===== config.mk =====
export PLATFORM = sky130hd
export DESIGN_NAME = multi_press_button_counter
export DESIGN_NICKNAME = d
export VERILOG_FILES = /design/src/hw/rtl/mpbc_pkg.sv /design/src/hw/rtl/multi_press_button_counter.sv
export VERILOG_INCLUDE_DIRS = /design/src /design/src/hw/rtl
export SDC_FILE = /design/constraint.sdc
export NUM_CORES = 1
export LEC_CHECK = 0
export ABC_AREA = 0
export BUFFER_PORTS_ARGS = -buffer_cell sky130_fd_sc_hd__buf_2
export CORE_ASPECT_RATIO = 0.6
export CORE_MARGIN = 5
export CORE_UTILIZATION = 50
export CTS_BUF_LIST = sky130_fd_sc_hd__clkbuf_16
export CTS_CLUSTER_DIAMETER = 150
export DETAILED_ROUTE_END_ITERATION = 8
export PLACE_DENSITY = 0.71
export SYNTH_ARGS = -nofsm -noshare
export SYNTH_HDL_FRONTEND = slang
export SYNTH_SLANG_ARGS = --single-unit
export TNS_END_PERCENT = 30

===== constraint.sdc =====
create_clock -name i_clk -period 4.61 [get_ports i_clk]
set_input_delay 0.2305 -clock i_clk [delete_from_list [all_inputs] [get_ports i_clk]]
set_output_delay 0.2305 -clock i_clk [all_outputs]
set_load 0.01 [all_outputs]

===== src/hw/rtl/multi_press_button_counter_assert.svh =====
// Assertion macros for the multi-press button counter.
`ifndef MULTI_PRESS_BUTTON_COUNTER_ASSERT_SVH
`define MULTI_PRESS_BUTTON_COUNTER_ASSERT_SVH

`ifndef NO_ASSERTIONS

// Checked outside reset.
`define MPB_ASSERT(lbl, prop) \
    lbl: assert property (@(posedge i_clk) disable iff (!i_rst_n) prop) \
        else $error("multi_press_button_counter: check failed");

// Checked in every cycle, reset included.
`define MPB_ASSERT_ALWAYS(lbl, prop) \
    lbl: assert property (@(posedge i_clk) prop) \
        else $error("multi_press_button_counter: check failed");

`else

`define MPB_ASSERT(lbl, prop)
`define MPB_ASSERT_ALWAYS(lbl, prop)

`endif

`endif


===== src/hw/rtl/mpbc_pkg.sv =====
// Constants and phase codes for the multi-press button counter.
`timescale 1ns / 1ps
`default_nettype none

package mpbc_pkg;

    localparam int TICK_COUNT_BITS = 16;
    localparam logic [TICK_COUNT_BITS-1:0] TICK_MAX = '1;

    localparam int CFG_BITS   = 16;
    localparam int CFG_IDX_W  = 2;
    localparam int COUNT_BITS = 8;
    localparam logic [COUNT_BITS-1:0] COUNT_MAX = '1;

    localparam int IN_TDATA_W  = 8;
    localparam int OUT_TDATA_W = 16;

    localparam logic [CFG_IDX_W-1:0] REG_PRESSED_LEVEL     = 2'd0;
    localparam logic [CFG_IDX_W-1:0] REG_MIN_PRESS_TICKS   = 2'd1;
    localparam logic [CFG_IDX_W-1:0] REG_MIN_RELEASE_TICKS = 2'd2;
    localparam logic [CFG_IDX_W-1:0] REG_MAX_GAP_TICKS     = 2'd3;

    localparam logic [CFG_BITS-1:0] MIN_PRESS_RESET   = 16'd10;
    localparam logic [CFG_BITS-1:0] MIN_RELEASE_RESET = 16'd10;
    localparam logic [CFG_BITS-1:0] MAX_GAP_RESET     = 16'd80;

    typedef logic [2:0] t_phase;

    localparam t_phase PH_WAIT_PRESS   = 3'd0;
    localparam t_phase PH_QUAL_PRESS   = 3'd1;
    localparam t_phase PH_WAIT_RELEASE = 3'd2;
    localparam t_phase PH_QUAL_RELEASE = 3'd3;
    localparam t_phase PH_WAIT_NEXT    = 3'd4;
    localparam t_phase PH_REPORT       = 3'd5;

    // Elapsed time strictly above a configured limit.
    function automatic logic ticks_above(input logic [TICK_COUNT_BITS-1:0] ticks,
                                         input logic [CFG_BITS-1:0] limit);
        return 33'(ticks) > 33'(limit);
    endfunction

endpackage

`default_nettype wire


===== src/hw/rtl/multi_press_button_counter.sv =====
// Debounced multi-press button counter with stream ports and a config write port.
//
// channel   dir  fields (lowest bit up)                    handshake
// s_axis    in   tdata: button_level, zero fill             tvalid/tready
// m_axis    out  tdata: report_valid, reported_presses,     tvalid/tready
//                zero fill
// cfg       in   i_cfg_addr, i_cfg_data                     i_cfg_we
//
// One tick per cycle: the phase update is one compare and a saturating add
// between the state registers and the output register.
// The output register frees itself in the cycle it transfers, so a tick is
// taken every cycle while m_axis_tready is high.
// Synchronous active-low reset clears phase, counters and valid, and loads the config defaults.
`timescale 1ns / 1ps
`default_nettype none

`include "multi_press_button_counter_assert.svh"

module multi_press_button_counter
    import mpbc_pkg::*;
(
    input  wire logic                   i_clk,
    input  wire logic                   i_rst_n,
    input  wire logic                   i_cfg_we,
    input  wire logic [CFG_IDX_W-1:0]   i_cfg_addr,
    input  wire logic [CFG_BITS-1:0]    i_cfg_data,
    input  wire logic                   s_axis_tvalid,
    output      logic                   s_axis_tready,
    input  wire logic [IN_TDATA_W-1:0]  s_axis_tdata,   // [0] button_level
    output      logic                   m_axis_tvalid,
    input  wire logic                   m_axis_tready,
    output      logic [OUT_TDATA_W-1:0] m_axis_tdata    // [0] report_valid, [8:1] presses
);

    logic                       r_pressed_level;
    logic [CFG_BITS-1:0]        r_min_press;
    logic [CFG_BITS-1:0]        r_min_release;
    logic [CFG_BITS-1:0]        r_max_gap;

    t_phase                     r_phase, n_phase;
    logic [TICK_COUNT_BITS-1:0] r_elapsed, n_elapsed;
    logic [COUNT_BITS-1:0]      r_count, n_count;

    logic                       r_out_valid;
    logic                       r_out_report, n_out_report;
    logic [COUNT_BITS-1:0]      r_out_count, n_out_count;

    logic                       s_xfer;
    logic                       pressed;
    logic [TICK_COUNT_BITS-1:0] ticked;

    assign s_axis_tready = !r_out_valid || m_axis_tready;
    assign s_xfer        = s_axis_tvalid && s_axis_tready;
    assign pressed       = (s_axis_tdata[0] == r_pressed_level);
    assign ticked        = (r_elapsed != TICK_MAX) ? r_elapsed + 1'b1 : r_elapsed;

    always_comb begin
        n_phase      = r_phase;
        n_elapsed    = ticked;
        n_count      = r_count;
        n_out_report = 1'b0;
        n_out_count  = '0;
        unique case (r_phase)
            PH_WAIT_PRESS: begin
                if (pressed) begin
                    n_elapsed = '0;
                    n_phase   = PH_QUAL_PRESS;
                end
            end
            PH_QUAL_PRESS: begin
                if (!pressed) begin
                    n_phase = PH_REPORT;
                end else if (ticks_above(ticked, r_min_press)) begin
                    n_phase = PH_WAIT_RELEASE;
                end
            end
            PH_WAIT_RELEASE: begin
                if (!pressed) begin
                    n_elapsed = '0;
                    n_phase   = PH_QUAL_RELEASE;
                end
            end
            PH_QUAL_RELEASE: begin
                if (pressed) begin
                    n_phase = PH_REPORT;
                end else if (ticks_above(ticked, r_min_release)) begin
                    n_phase   = PH_WAIT_NEXT;
                    n_elapsed = '0;
                    if (r_count != COUNT_MAX) begin
                        n_count = r_count + 1'b1;
                    end
                end
            end
            PH_WAIT_NEXT: begin
                if (ticks_above(ticked, r_max_gap)) begin
                    n_phase = PH_REPORT;
                end else if (pressed) begin
                    n_phase = PH_WAIT_PRESS;
                end
            end
            PH_REPORT: begin
                if (r_count != '0) begin
                    n_out_report = 1'b1;
                    n_out_count  = r_count;
                end
                n_phase = PH_WAIT_PRESS;
                n_count = '0;
            end
            default: begin
                n_phase = PH_WAIT_PRESS;
                n_count = '0;
            end
        endcase
    end

    always_ff @(posedge i_clk) begin
        if (!i_rst_n) begin
            r_pressed_level <= 1'b0;
            r_min_press     <= MIN_PRESS_RESET;
            r_min_release   <= MIN_RELEASE_RESET;
            r_max_gap       <= MAX_GAP_RESET;
        end else if (i_cfg_we) begin
            unique case (i_cfg_addr)
                REG_PRESSED_LEVEL:     r_pressed_level <= i_cfg_data[0];
                REG_MIN_PRESS_TICKS:   r_min_press     <= i_cfg_data;
                REG_MIN_RELEASE_TICKS: r_min_release   <= i_cfg_data;
                REG_MAX_GAP_TICKS:     r_max_gap       <= i_cfg_data;
                default:               r_max_gap       <= r_max_gap;
            endcase
        end
    end

    // Advance the tick state on each accepted transfer.
    always_ff @(posedge i_clk) begin
        if (!i_rst_n) begin
            r_phase   <= PH_WAIT_PRESS;
            r_elapsed <= '0;
            r_count   <= '0;
        end else if (s_xfer) begin
            r_phase   <= n_phase;
            r_elapsed <= n_elapsed;
            r_count   <= n_count;
        end
    end

    always_ff @(posedge i_clk) begin
        if (!i_rst_n) begin
            r_out_valid <= 1'b0;
        end else if (s_xfer) begin
            r_out_valid <= 1'b1;
        end else if (m_axis_tready) begin
            r_out_valid <= 1'b0;
        end
    end

    always_ff @(posedge i_clk) begin
        if (s_xfer) begin
            r_out_report <= n_out_report;
            r_out_count  <= n_out_count;
        end
    end

    assign m_axis_tvalid = r_out_valid;
    assign m_axis_tdata  = {{(OUT_TDATA_W-COUNT_BITS-1){1'b0}}, r_out_count, r_out_report};

    `MPB_ASSERT(a_report_nonzero, (r_out_valid && r_out_report) |-> (r_out_count != '0))
    `MPB_ASSERT(a_report_clears,
        (s_xfer && r_phase == PH_REPORT) |=> (r_phase == PH_WAIT_PRESS && r_count == '0))
    `MPB_ASSERT(a_press_restarts_time,
        (s_xfer && r_phase == PH_WAIT_PRESS && pressed) |=> (r_elapsed == '0))
    `MPB_ASSERT_ALWAYS(a_free_when_empty, !r_out_valid |-> s_axis_tready)

endmodule

`default_nettype wire


==> results of run 1 <==
-- cells in the mapped netlist, types with 8 or more instances --
cell type and number:
nor2_1 31, and2_1 10, ha_1 48, xnor2_1 14, nand4_1 17, buf_4 8
dfxtp_1 77, a21oi_1 68, clkbuf_1 20, nand2_1 130, o21ai_0 15, nor4_1 8
edfxtp_1 9, inv_1 58, o211ai_1 9, nand3_1 22
-- power by group --
part / switching [mW] / total, mW / internal (mW)
combinational: 0.134 / 0.203 / 0.0690
clock: 0.296 / 0.652 / 0.356
sequential: 0.0153 / 0.795 / 0.779
total: 0.446 / 1.65 / 1.20
-- cell families after synthesis --
logic type / synth area share, %
flip-flops: 35.79
AO/OA/AOI/OAI: 15.67
other: 0.07408
buffers and inverters: 7.612
adder cells (fa/ha/maj): 11.86
XOR/XNOR: 3.287
multiplexers: 1.409
AND/OR/NAND/NOR: 24.30
-- metal layers --
layer	share of wire [%]	routed length, microns
met4	0.94	121
met3	6.8	876
met1	50	6407
met2	43	5499
met5	0	0
-- stage by stage --
stage	hold WS [ns]	power [mW]	setup slack, ns
2_1_floorplan	0.3600	0.9502	0.6688
4_1_cts	0.1148	1.654	0.2423
6_report	0.1215	1.649	0.2184
3_5_place_dp	0.4478	1.008	0.2602
5_1_grt	0.1476	1.713	0.04328
3_3_place_gp	0.4417	0.9997	0.3655
-- area by class of cell --
type | count | area [sq um]
fill | 941 | 4297
inverter | 59 | 221.5
clock buffer | 9 | 225.2
sequential | 86 | 1812
multi-input combinational | 469 | 2900
timing repair buffer | 41 | 222.7
clock inverter | 7 | 32.53
tap | 135 | 168.9
-- worst paths after layout --
path	to	startpoint	cells past startpoint
max	r_elapsed[10]	r_elapsed[1]	14
min	m_axis_tvalid	s_axis_tvalid	3
max reg2reg	r_elapsed[10]	r_elapsed[1]	14
min reg2reg	r_max_gap[1]	r_max_gap[1]	2
-- sequential cells by signal, indices dropped and copies added, names as in the netlist --
| name | count |
|---|---|
| m_axis_tvalid | 1 |
| r_count | 8 |
| r_min_release | 16 |
| r_out_count | 8 |
| r_phase | 3 |
| r_max_gap | 16 |
| r_min_press | 16 |
| r_elapsed | 16 |
| r_out_report | 1 |
| r_pressed_level | 1 |
-- worst register-to-register path: stages (launching register included) --
cell and delay, ns:
dfxtp_1 0.38, ha_1 0.23, nand3_2 0.17, or2_2 0.37, or3_1 0.46, xnor2_1 0.22, ha_1 0.35, nand4_1 0.18
or2_2 0.37, nor4_2 0.33, and2_1 0.23, nor2_1 0.06, a211o_1 0.43, and3_4 0.26, a22o_1 0.23
==> results_dict.tcl, run 1 <==
set metrics [dict create \
    path_clk_slew_ns 0.07 \
    cap_violations 0 \
    use_met3_pct 4.692 \
    path_buf_inv 0 \
    max_stage_delay_ns 0.46 \
    io_pins 49 \
    gp_congestion 0.8872 \
    routed_via_density 5.623 \
    yosysSeqAreaShare_pct 35.79 \
    cts_resized 0 \
    run_status "completed" \
    layout-drive-gt1-share_pct 9.985 \
    final.setup.tns_ns 0 \
    ys.flop_type "dfxtp_1" \
    rsz0062_at_grt "false" \
    final_period_minus_worst_setup_slack_ns 4.392 \
    grt-ovfl-total 0 \
    ys.warnings.count 0 \
    grt.busiest_layer "met2" \
    maxSlewHeadroom_pct 37.00 \
    final_core_util_pct 56.51 \
    hp-class "primary input to flip-flop" \
    clockRootBuffer "clkbuf_16" \
    critPathLaunchType "flip-flop" \
    critPathCaptureType "flip-flop" \
    grt_antenna_before_repair 0 \
    worstMarginPinSlew_ns 0.9450 \
    clock_latency_ns 0.35 \
    met1_usage_pct 30.91 \
    dp.cells 790 \
    power_density_mw_per_mm2 295.4 \
    vdd_ir_drop_max_mv 0.1805 \
    drtAntennaViolNets 0 \
    maxSlewViolCount 0 \
    ctsHoldBuffers 0 \
    cts_max_path_buffers 2 \
    cts_tree "done" \
    postSynthCellCount 641 \
    start_util_pct 51.24 \
    track_usage_pct 21.44 \
    clkSinkCount 86 \
    finalNonFillerCells 806 \
    cts_max_level 3 \
    synth_cell_type_count 63 \
    grt_util_met2_pct 32.97 \
    design_area_sq_mm 0.005583 \
    min_period_over_period_pct 95.26 \
    fmax_mhz 227.7 \
    remaining_drc_errors 0 \
    nets 745 \
    placementRows 28 \
    io_buffers 34 \
    crit_type "flip-flop to flip-flop" \
    die_x_microns 139.9 \
    cp_data_required_time_ns 4.84 \
    path_max_fanout 9 \
    yosysTopAreaCell "dfxtp_1" \
    numCtsBuffers 9 \
    worst-endpoint-arrival_ns 4.62 \
    finalWirelength_microns 12910 \
    setup_viol 0 \
    hold_viol_final 0 \
    critPathSlowestCell "or3_1" \
    area_growth_pct 10.28 \
    p_leak_nw 2.252 \
    hpwl_microns 9642 \
    synth_seq_cells 86 \
    drt_iter0_markers 398 \
    worst_path_dominant_cell_family "simple AND/OR/NAND/NOR gates" \
    synth_edf_count 9 \
    wire_per_inst_microns 16.01 \
    netlist_area_sq_mm 0.005062 \
    ys_async_sr_fraction_pct 0 \
    syn_area_per_cell_sq_um 7.898 \
    path_cells "ha_1 > nand3_2 > or2_2 > or3_1 > xnor2_1 > ha_1 > nand4_1 > or2_2 > nor4_2 > and2_1 > nor2_1 > a211o_1 > and3_4 > a22o_1" \
    grt_max_degree 55 \
    n_antenna_cell 0 \
    dpl-instance-area_sq_mm 0.005313 \
    dieArea_sq_mm 0.01230 \
    fin_skew_ns 0.01286 \
    core-area_sq_mm 0.009879 \
    cts_setup_buffers 0 \
    grt_pass1_wl_microns 21110 \
    synth_top_area_share_pct 30.45 \
    netlist_top_cells_area "dfxtp_1, ha_1, nand2_1" \
    mostFrequentLayoutCell "nand2_1" \
    firstDrtPassIters 5 \
    die_h_microns 87.94 \
    r2r_slack_ns 0.22 \
    final_cell_mix "nand2_1, dfxtp_1, a21oi_1" \
    vias 4532 \
    grt_pass1_vias 4205 \
]
No activity file was read; power rests on OpenSTA's default activity.
==> run 2: changes to the inputs <==
- ABC_AREA: 0 -> 1
- CTS_BUF_LIST: sky130_fd_sc_hd__clkbuf_16 -> not set
==> results_dict.tcl, run 2 <==
set metrics [dict create \
    start_util_pct 51.74 \
    ys_async_sr_fraction_pct 0 \
    cts_resized 0 \
    ys.flop_type "dfxtp_1" \
    grt_pass1_vias 4295 \
    fin_skew_ns 0.01108 \
    clock_latency_ns 0.34 \
    vdd_ir_drop_max_mv 0.1718 \
    synth.most_common_cell "nand2_1" \
    remaining_drc_errors 0 \
    p_leak_nw 2.444 \
    numCtsBuffers 9 \
    min-delay-start "i_cfg_data[4]" \
    track_usage_pct 20.25 \
    critPathCaptureType "flip-flop" \
    holdWs_ns 0.1395 \
    synth_seq_cells 86 \
    final_core_util_pct 56.44 \
    synth_cell_type_count 41 \
    cts_max_level 3 \
    io_buffers 34 \
    final_period_minus_worst_setup_slack_ns 3.912 \
    cap_violations 0 \
    setup_viol 0 \
    path_clk_slew_ns 0.06 \
    netlist_area_sq_mm 0.005147 \
    nets 821 \
    cts_max_path_buffers 2 \
    synthTopCellsByCount "nand2_1, inv_1, a21oi_1, dfxtp_1, nor2_1" \
    reg2reg_to "r_elapsed[2]" \
    core-area_sq_mm 0.009950 \
    rsz0062_at_grt "false" \
    yosysTopAreaCell "dfxtp_1" \
    min_period_over_period_pct 84.86 \
    reg2reg_depth 18 \
    postSynthCellCount 720 \
    drtAntennaViolNets 0 \
    synth_top_area_share_pct 29.95 \
    die_x_microns 141.0 \
    area_growth_pct 9.091 \
    ctsHoldBuffers 0 \
    cp-startpoint "r_elapsed[0]" \
    fmax_mhz 255.6 \
    finalWirelength_microns 12330 \
    n_antenna_cell 0 \
    grt_antenna_before_repair 0 \
    timing.rr.start "r_elapsed[0]" \
    maxSlewViolCount 0 \
    netlist_top_cells_area "dfxtp_1, ha_1, nand2_1" \
    drt_iter0_markers 440 \
    path_cells "inv_1 > nor3_1 > nand3_1 > nor4_1 > xnor2_1 > nand2_1 > ha_1 > nand2_1 > nor3_1 > nand3b_1 > nor2_1 > nand2_1 > o21ai_2 > inv_2 > nand2_4 > nand4_4 > nand2_1 > a21oi_1" \
    syn_area_per_cell_sq_um 7.149 \
    cts_setup_buffers 0 \
    clockRootBuffer "clkbuf_16" \
    layout-drive-gt1-share_pct 9.237 \
    run_status "completed" \
    firstDrtPassIters 5 \
    final_cell_mix "nand2_1, inv_1, a21oi_1" \
    synth_edf_count 9 \
    max_stage_delay_ns 0.42 \
    wire_per_inst_microns 13.98 \
    routed_via_density 5.273 \
    gp_congestion 0.8635 \
    whs_endpoint "r_max_gap[4]" \
    io_pins 49 \
    mostFrequentLayoutCell "nand2_1" \
    power_density_mw_per_mm2 303.9 \
    vias 4651 \
    worst-endpoint-arrival_ns 4.10 \
    hpwl_microns 9399 \
    critPathLaunchType "flip-flop" \
    final.setup.tns_ns 0 \
    path_max_fanout 16 \
    grt-ovfl-total 0 \
    cts_tree "done" \
    cp_data_required_time_ns 4.80 \
    r2r_slack_ns 0.70 \
    crit_top_cell "nand2_1" \
    hold_viol_final 0 \
    yosysSeqAreaShare_pct 35.20 \
    ys.warnings.count 0 \
    clkSinkCount 86 \
    crit_type "flip-flop to flip-flop" \
    total_power_mw 1.707 \
    placementRows 28 \
    critPathSlowestCell "dfxtp_1" \
    dieArea_sq_mm 0.01249 \
    grt_max_degree 53 \
    maxSlewHeadroom_pct 27.33 \
    die_h_microns 88.60 \
    grt_pass1_wl_microns 20440 \
    hp-class "primary input to flip-flop" \
    hold_depth 3 \
    worstMarginPinSlew_ns 1.087 \
]
-- run 2: changes by cell type after synthesis, sizes merged, moves of 11 or more --
cell,delta
o21ai,+43
a21oi,+30
nor2,+35
and2,-11
inv,+47
xnor2,-11
-- run 2: area by class of cell --
| class | count | area (sq um) |
|---|---|---|
| tap | 135 | 168.9 |
| timing repair buffer | 34 | 170.2 |
| sequential | 86 | 1812 |
| clock buffer | 12 | 246.5 |
| fill | 935 | 4334 |
| inverter | 109 | 409.1 |
| clock inverter | 4 | 21.27 |
| multi-input combinational | 502 | 2788 |
-- run 2: layer usage --
| layer | part of all wire [%] | global-route usage, % | vias up |
|---|---|---|---|
| met4 | 0.88 | 4.749 | 0 |
| met1 | 52 | 29.84 | 2121 |
| met3 | 6.0 | 4.590 | 13 |
| met5 | 0 | 0 | - |
| li1 | - | - | 2386 |
| met2 | 41 | 30.21 | 131 |
-- run 2: how the worst max path moves through the flow --
stage | endpoint | slack (ns) | cells after the start
global route | r_elapsed[2] | 0.26 | 18
finish | r_elapsed[2] | 0.70 | 18
floorplan | r_elapsed[15] | 1.57 | 19
CTS | r_elapsed[2] | 0.77 | 18
detailed placement | r_elapsed[2] | 0.80 | 18
global placement | r_elapsed[13] | 0.84 | 18
-- run 2: per-stage QoR --
| stage | instances | setup slack, ns | area (sq um) |
|---|---|---|---|
| after floorplan | 726 | 1.571 | 5170 |
| after global placement | 866 | 0.8352 | 5348 |
| after detailed placement | 866 | 0.7954 | 5348 |
| after CTS | 882 | 0.7676 | 5615 |
| after global routing | 882 | 0.2575 | 5615 |
| final | 882 | 0.6979 | 5615 |
-- run 2: cells by family (layout without fill, tap and decap cells) --
family / after synthesis / after routing / share of synthesized area, %
compound gates: 167 / 167 / 17.16
xor+xnor: 13 / 13 / 2.212
fa+ha+maj: 48 / 48 / 11.67
buf+inv: 138 / 159 / 11.08
flops: 86 / 86 / 35.20
other cells: 1 / 7 / 0.07285
simple gates: 267 / 267 / 22.61
-- run 2: power breakdown --
part           internal, mW  total (mW)  switching, mW
Sequential            0.789       0.806         0.0172
Clock                 0.378       0.669          0.291
Combinational        0.0723       0.232          0.160
Total                  1.24        1.71          0.468
-- run 2: critical path, delay by kind of cell (launching register included) --
kind | cells | cell delay [ns]
simple gates | 12 | 2.44
flops | 1 | 0.42
fa+ha+maj | 1 | 0.32
compound gates | 2 | 0.23
xor+xnor | 1 | 0.19
buf+inv | 2 | 0.15
==> run 3: changes to the inputs <==
- clock period: 4.61 -> 3.7 ns (I/O delays scaled with it)
==> results_dict.tcl, run 3 (same netlist as run 2, synthesis figures left out) <==
set metrics [dict create \
    run_status "completed" \
    drtAntennaViolNets 0 \
    finalWirelength_microns 13330 \
    fin_skew_ns 0.008117 \
    wire_per_inst_microns 14.86 \
    numCtsBuffers 9 \
    min_period_over_period_pct 96.89 \
    clock_latency_ns 0.34 \
    path_cells "ha_2 > inv_2 > nor2_1 > nand2_1 > nor2_2 > nor3_2 > nand4_1 > nor2_1 > xnor2_1 > inv_1 > ha_1 > nand2_1 > nor2_2 > nand4_1 > nor2_2 > o21ai_0 > or2_2 > nand2_1 > a21oi_2 > a21oi_1 > nor2_1" \
    clkSinkCount 86 \
    setup_viol 0 \
    cap_violations 0 \
    dp.cells 875 \
    post-route-worst-setup-slack_ns 0.1150 \
    clockRootBuffer "clkbuf_16" \
    cp_data_required_time_ns 3.93 \
    hold_viol_final 0 \
    hp-class "primary input to flip-flop" \
    io_buffers 34 \
    grt_pass1_vias 4528 \
    p_leak_nw 2.534 \
    grt_pass1_wl_microns 21490 \
    path_buf_inv 2 \
    worstMarginPinSlew_ns 1.015 \
    max_stage_delay_ns 0.35 \
    final_period_minus_worst_setup_slack_ns 3.585 \
    critPathSlowestCell "dfxtp_2" \
    hpwl_microns 9678 \
    power_density_mw_per_mm2 379.2 \
    die_h_microns 88.60 \
    final.setup.tns_ns 0 \
    grt_max_degree 53 \
    final_cell_mix "nand2_1, inv_1, a21oi_1" \
    io_pins 49 \
    area_growth_pct 13.71 \
    path_clk_slew_ns 0.06 \
    gp_congestion 0.9461 \
    place_ws_ns 0.01530 \
    nFillCells 905 \
    n_antenna_cell 0 \
    finalNonFillerCells 897 \
    layout-drive-gt1-share_pct 13.78 \
    die_x_microns 141.0 \
    grt_antenna_before_repair 0 \
    routed_via_density 5.372 \
    placementRows 28 \
    maxSlewHeadroom_pct 32.13 \
    path_max_fanout 6 \
    start_util_pct 51.74 \
    mostFrequentLayoutCell "nand2_1" \
    worst-endpoint-arrival_ns 3.81 \
    fmax_mhz 278.9 \
    grt-ovfl-total 0 \
    crit_type "flip-flop to flip-flop" \
    cts_tree "done" \
    maxSlewViolCount 0 \
    cts_max_level 3 \
    cts_max_path_buffers 2 \
    remaining_drc_errors 0 \
    vdd_ir_drop_max_mv 0.2303 \
    dieArea_sq_mm 0.01249 \
    drt_iter0_markers 492 \
    vias 4819 \
    critPathLaunchType "flip-flop" \
    track_usage_pct 21.48 \
    critPathCaptureType "flip-flop" \
    nets 836 \
    firstDrtPassIters 5 \
    ctsHoldBuffers 0 \
    worst_path_dominant_cell_family "simple AND/OR/NAND/NOR gates" \
    core-area_sq_mm 0.009950 \
]
[run 3: cell types whose count changed in the layout (fill, tap and decap cells not counted), sizes merged]
cell    delta
inv        -1
nand4      +1
clkbuf     +2
buf       +14
clkinv     -1
[run 3: through the flow]
stage,cell area [sq um],power [mW],utilization [%],hold slack (ns)
4_1_cts,5719,2.204,57.48,0.08590
6_report,5853,2.220,58.83,0.1005
5_1_grt,5853,2.310,58.83,0.1059
3_5_place_dp,5415,1.313,54.43,0.4381
3_3_place_gp,5415,1.298,54.43,0.4363
2_1_floorplan,5170,1.237,-,0.3114
[run 3: path summary, 6_finish.rpt]
kind                   startpoint                to  slack, ns  depth (start not counted)
setup reg to reg     r_elapsed[0]        r_phase[0]       0.11                         21
setup / recovery     r_elapsed[0]        r_phase[0]       0.11                         21
hold reg to reg   r_pressed_level   r_pressed_level       0.46                          2
hold / removal      i_cfg_data[1]  r_min_release[1]       0.10                          3
[run 3: repair_timing]
action	in CTS	in global routing
endpoints found under the hold margin	0	0
buffers inserted	0	5
pin swaps	0	12
endpoints found under the setup margin	2	27
gates resized for setup	1	22
cloned	0	1
[run 3: layout make-up]
type	instances	area, sq um	area share, %
Multi-Input combinational cell	503	2888	49.34
Sequential cell	86	1814	31.00
Timing Repair Buffer	48	275.3	4.703
Inverter	109	409.1	6.990
Clock inverter	2	13.76	0.2351
Tap cell	135	168.9	2.886
Clock buffer	14	284.0	4.852
[run 3: power breakdown]
| part | internal, mW | switching, mW |
|---|---|---|
| combinational | 0.102 | 0.216 |
| clock | 0.529 | 0.369 |
| sequential | 0.983 | 0.0215 |
[run 3: metal layers]
metal | up-vias | share of wire, % | track usage (%)
met5 | - | 0 | 0
met4 | 0 | 1.1 | 6.157
met3 | 14 | 6.8 | 5.076
met2 | 173 | 42 | 32.60
met1 | 2214 | 50 | 30.69
li1 | 2418 | - | -
[run 3: tightest hold or removal path, cell delays in order]
cell and delay (ns):
buf_2 0.10, nand2_1 0.05, o211ai_1 0.06
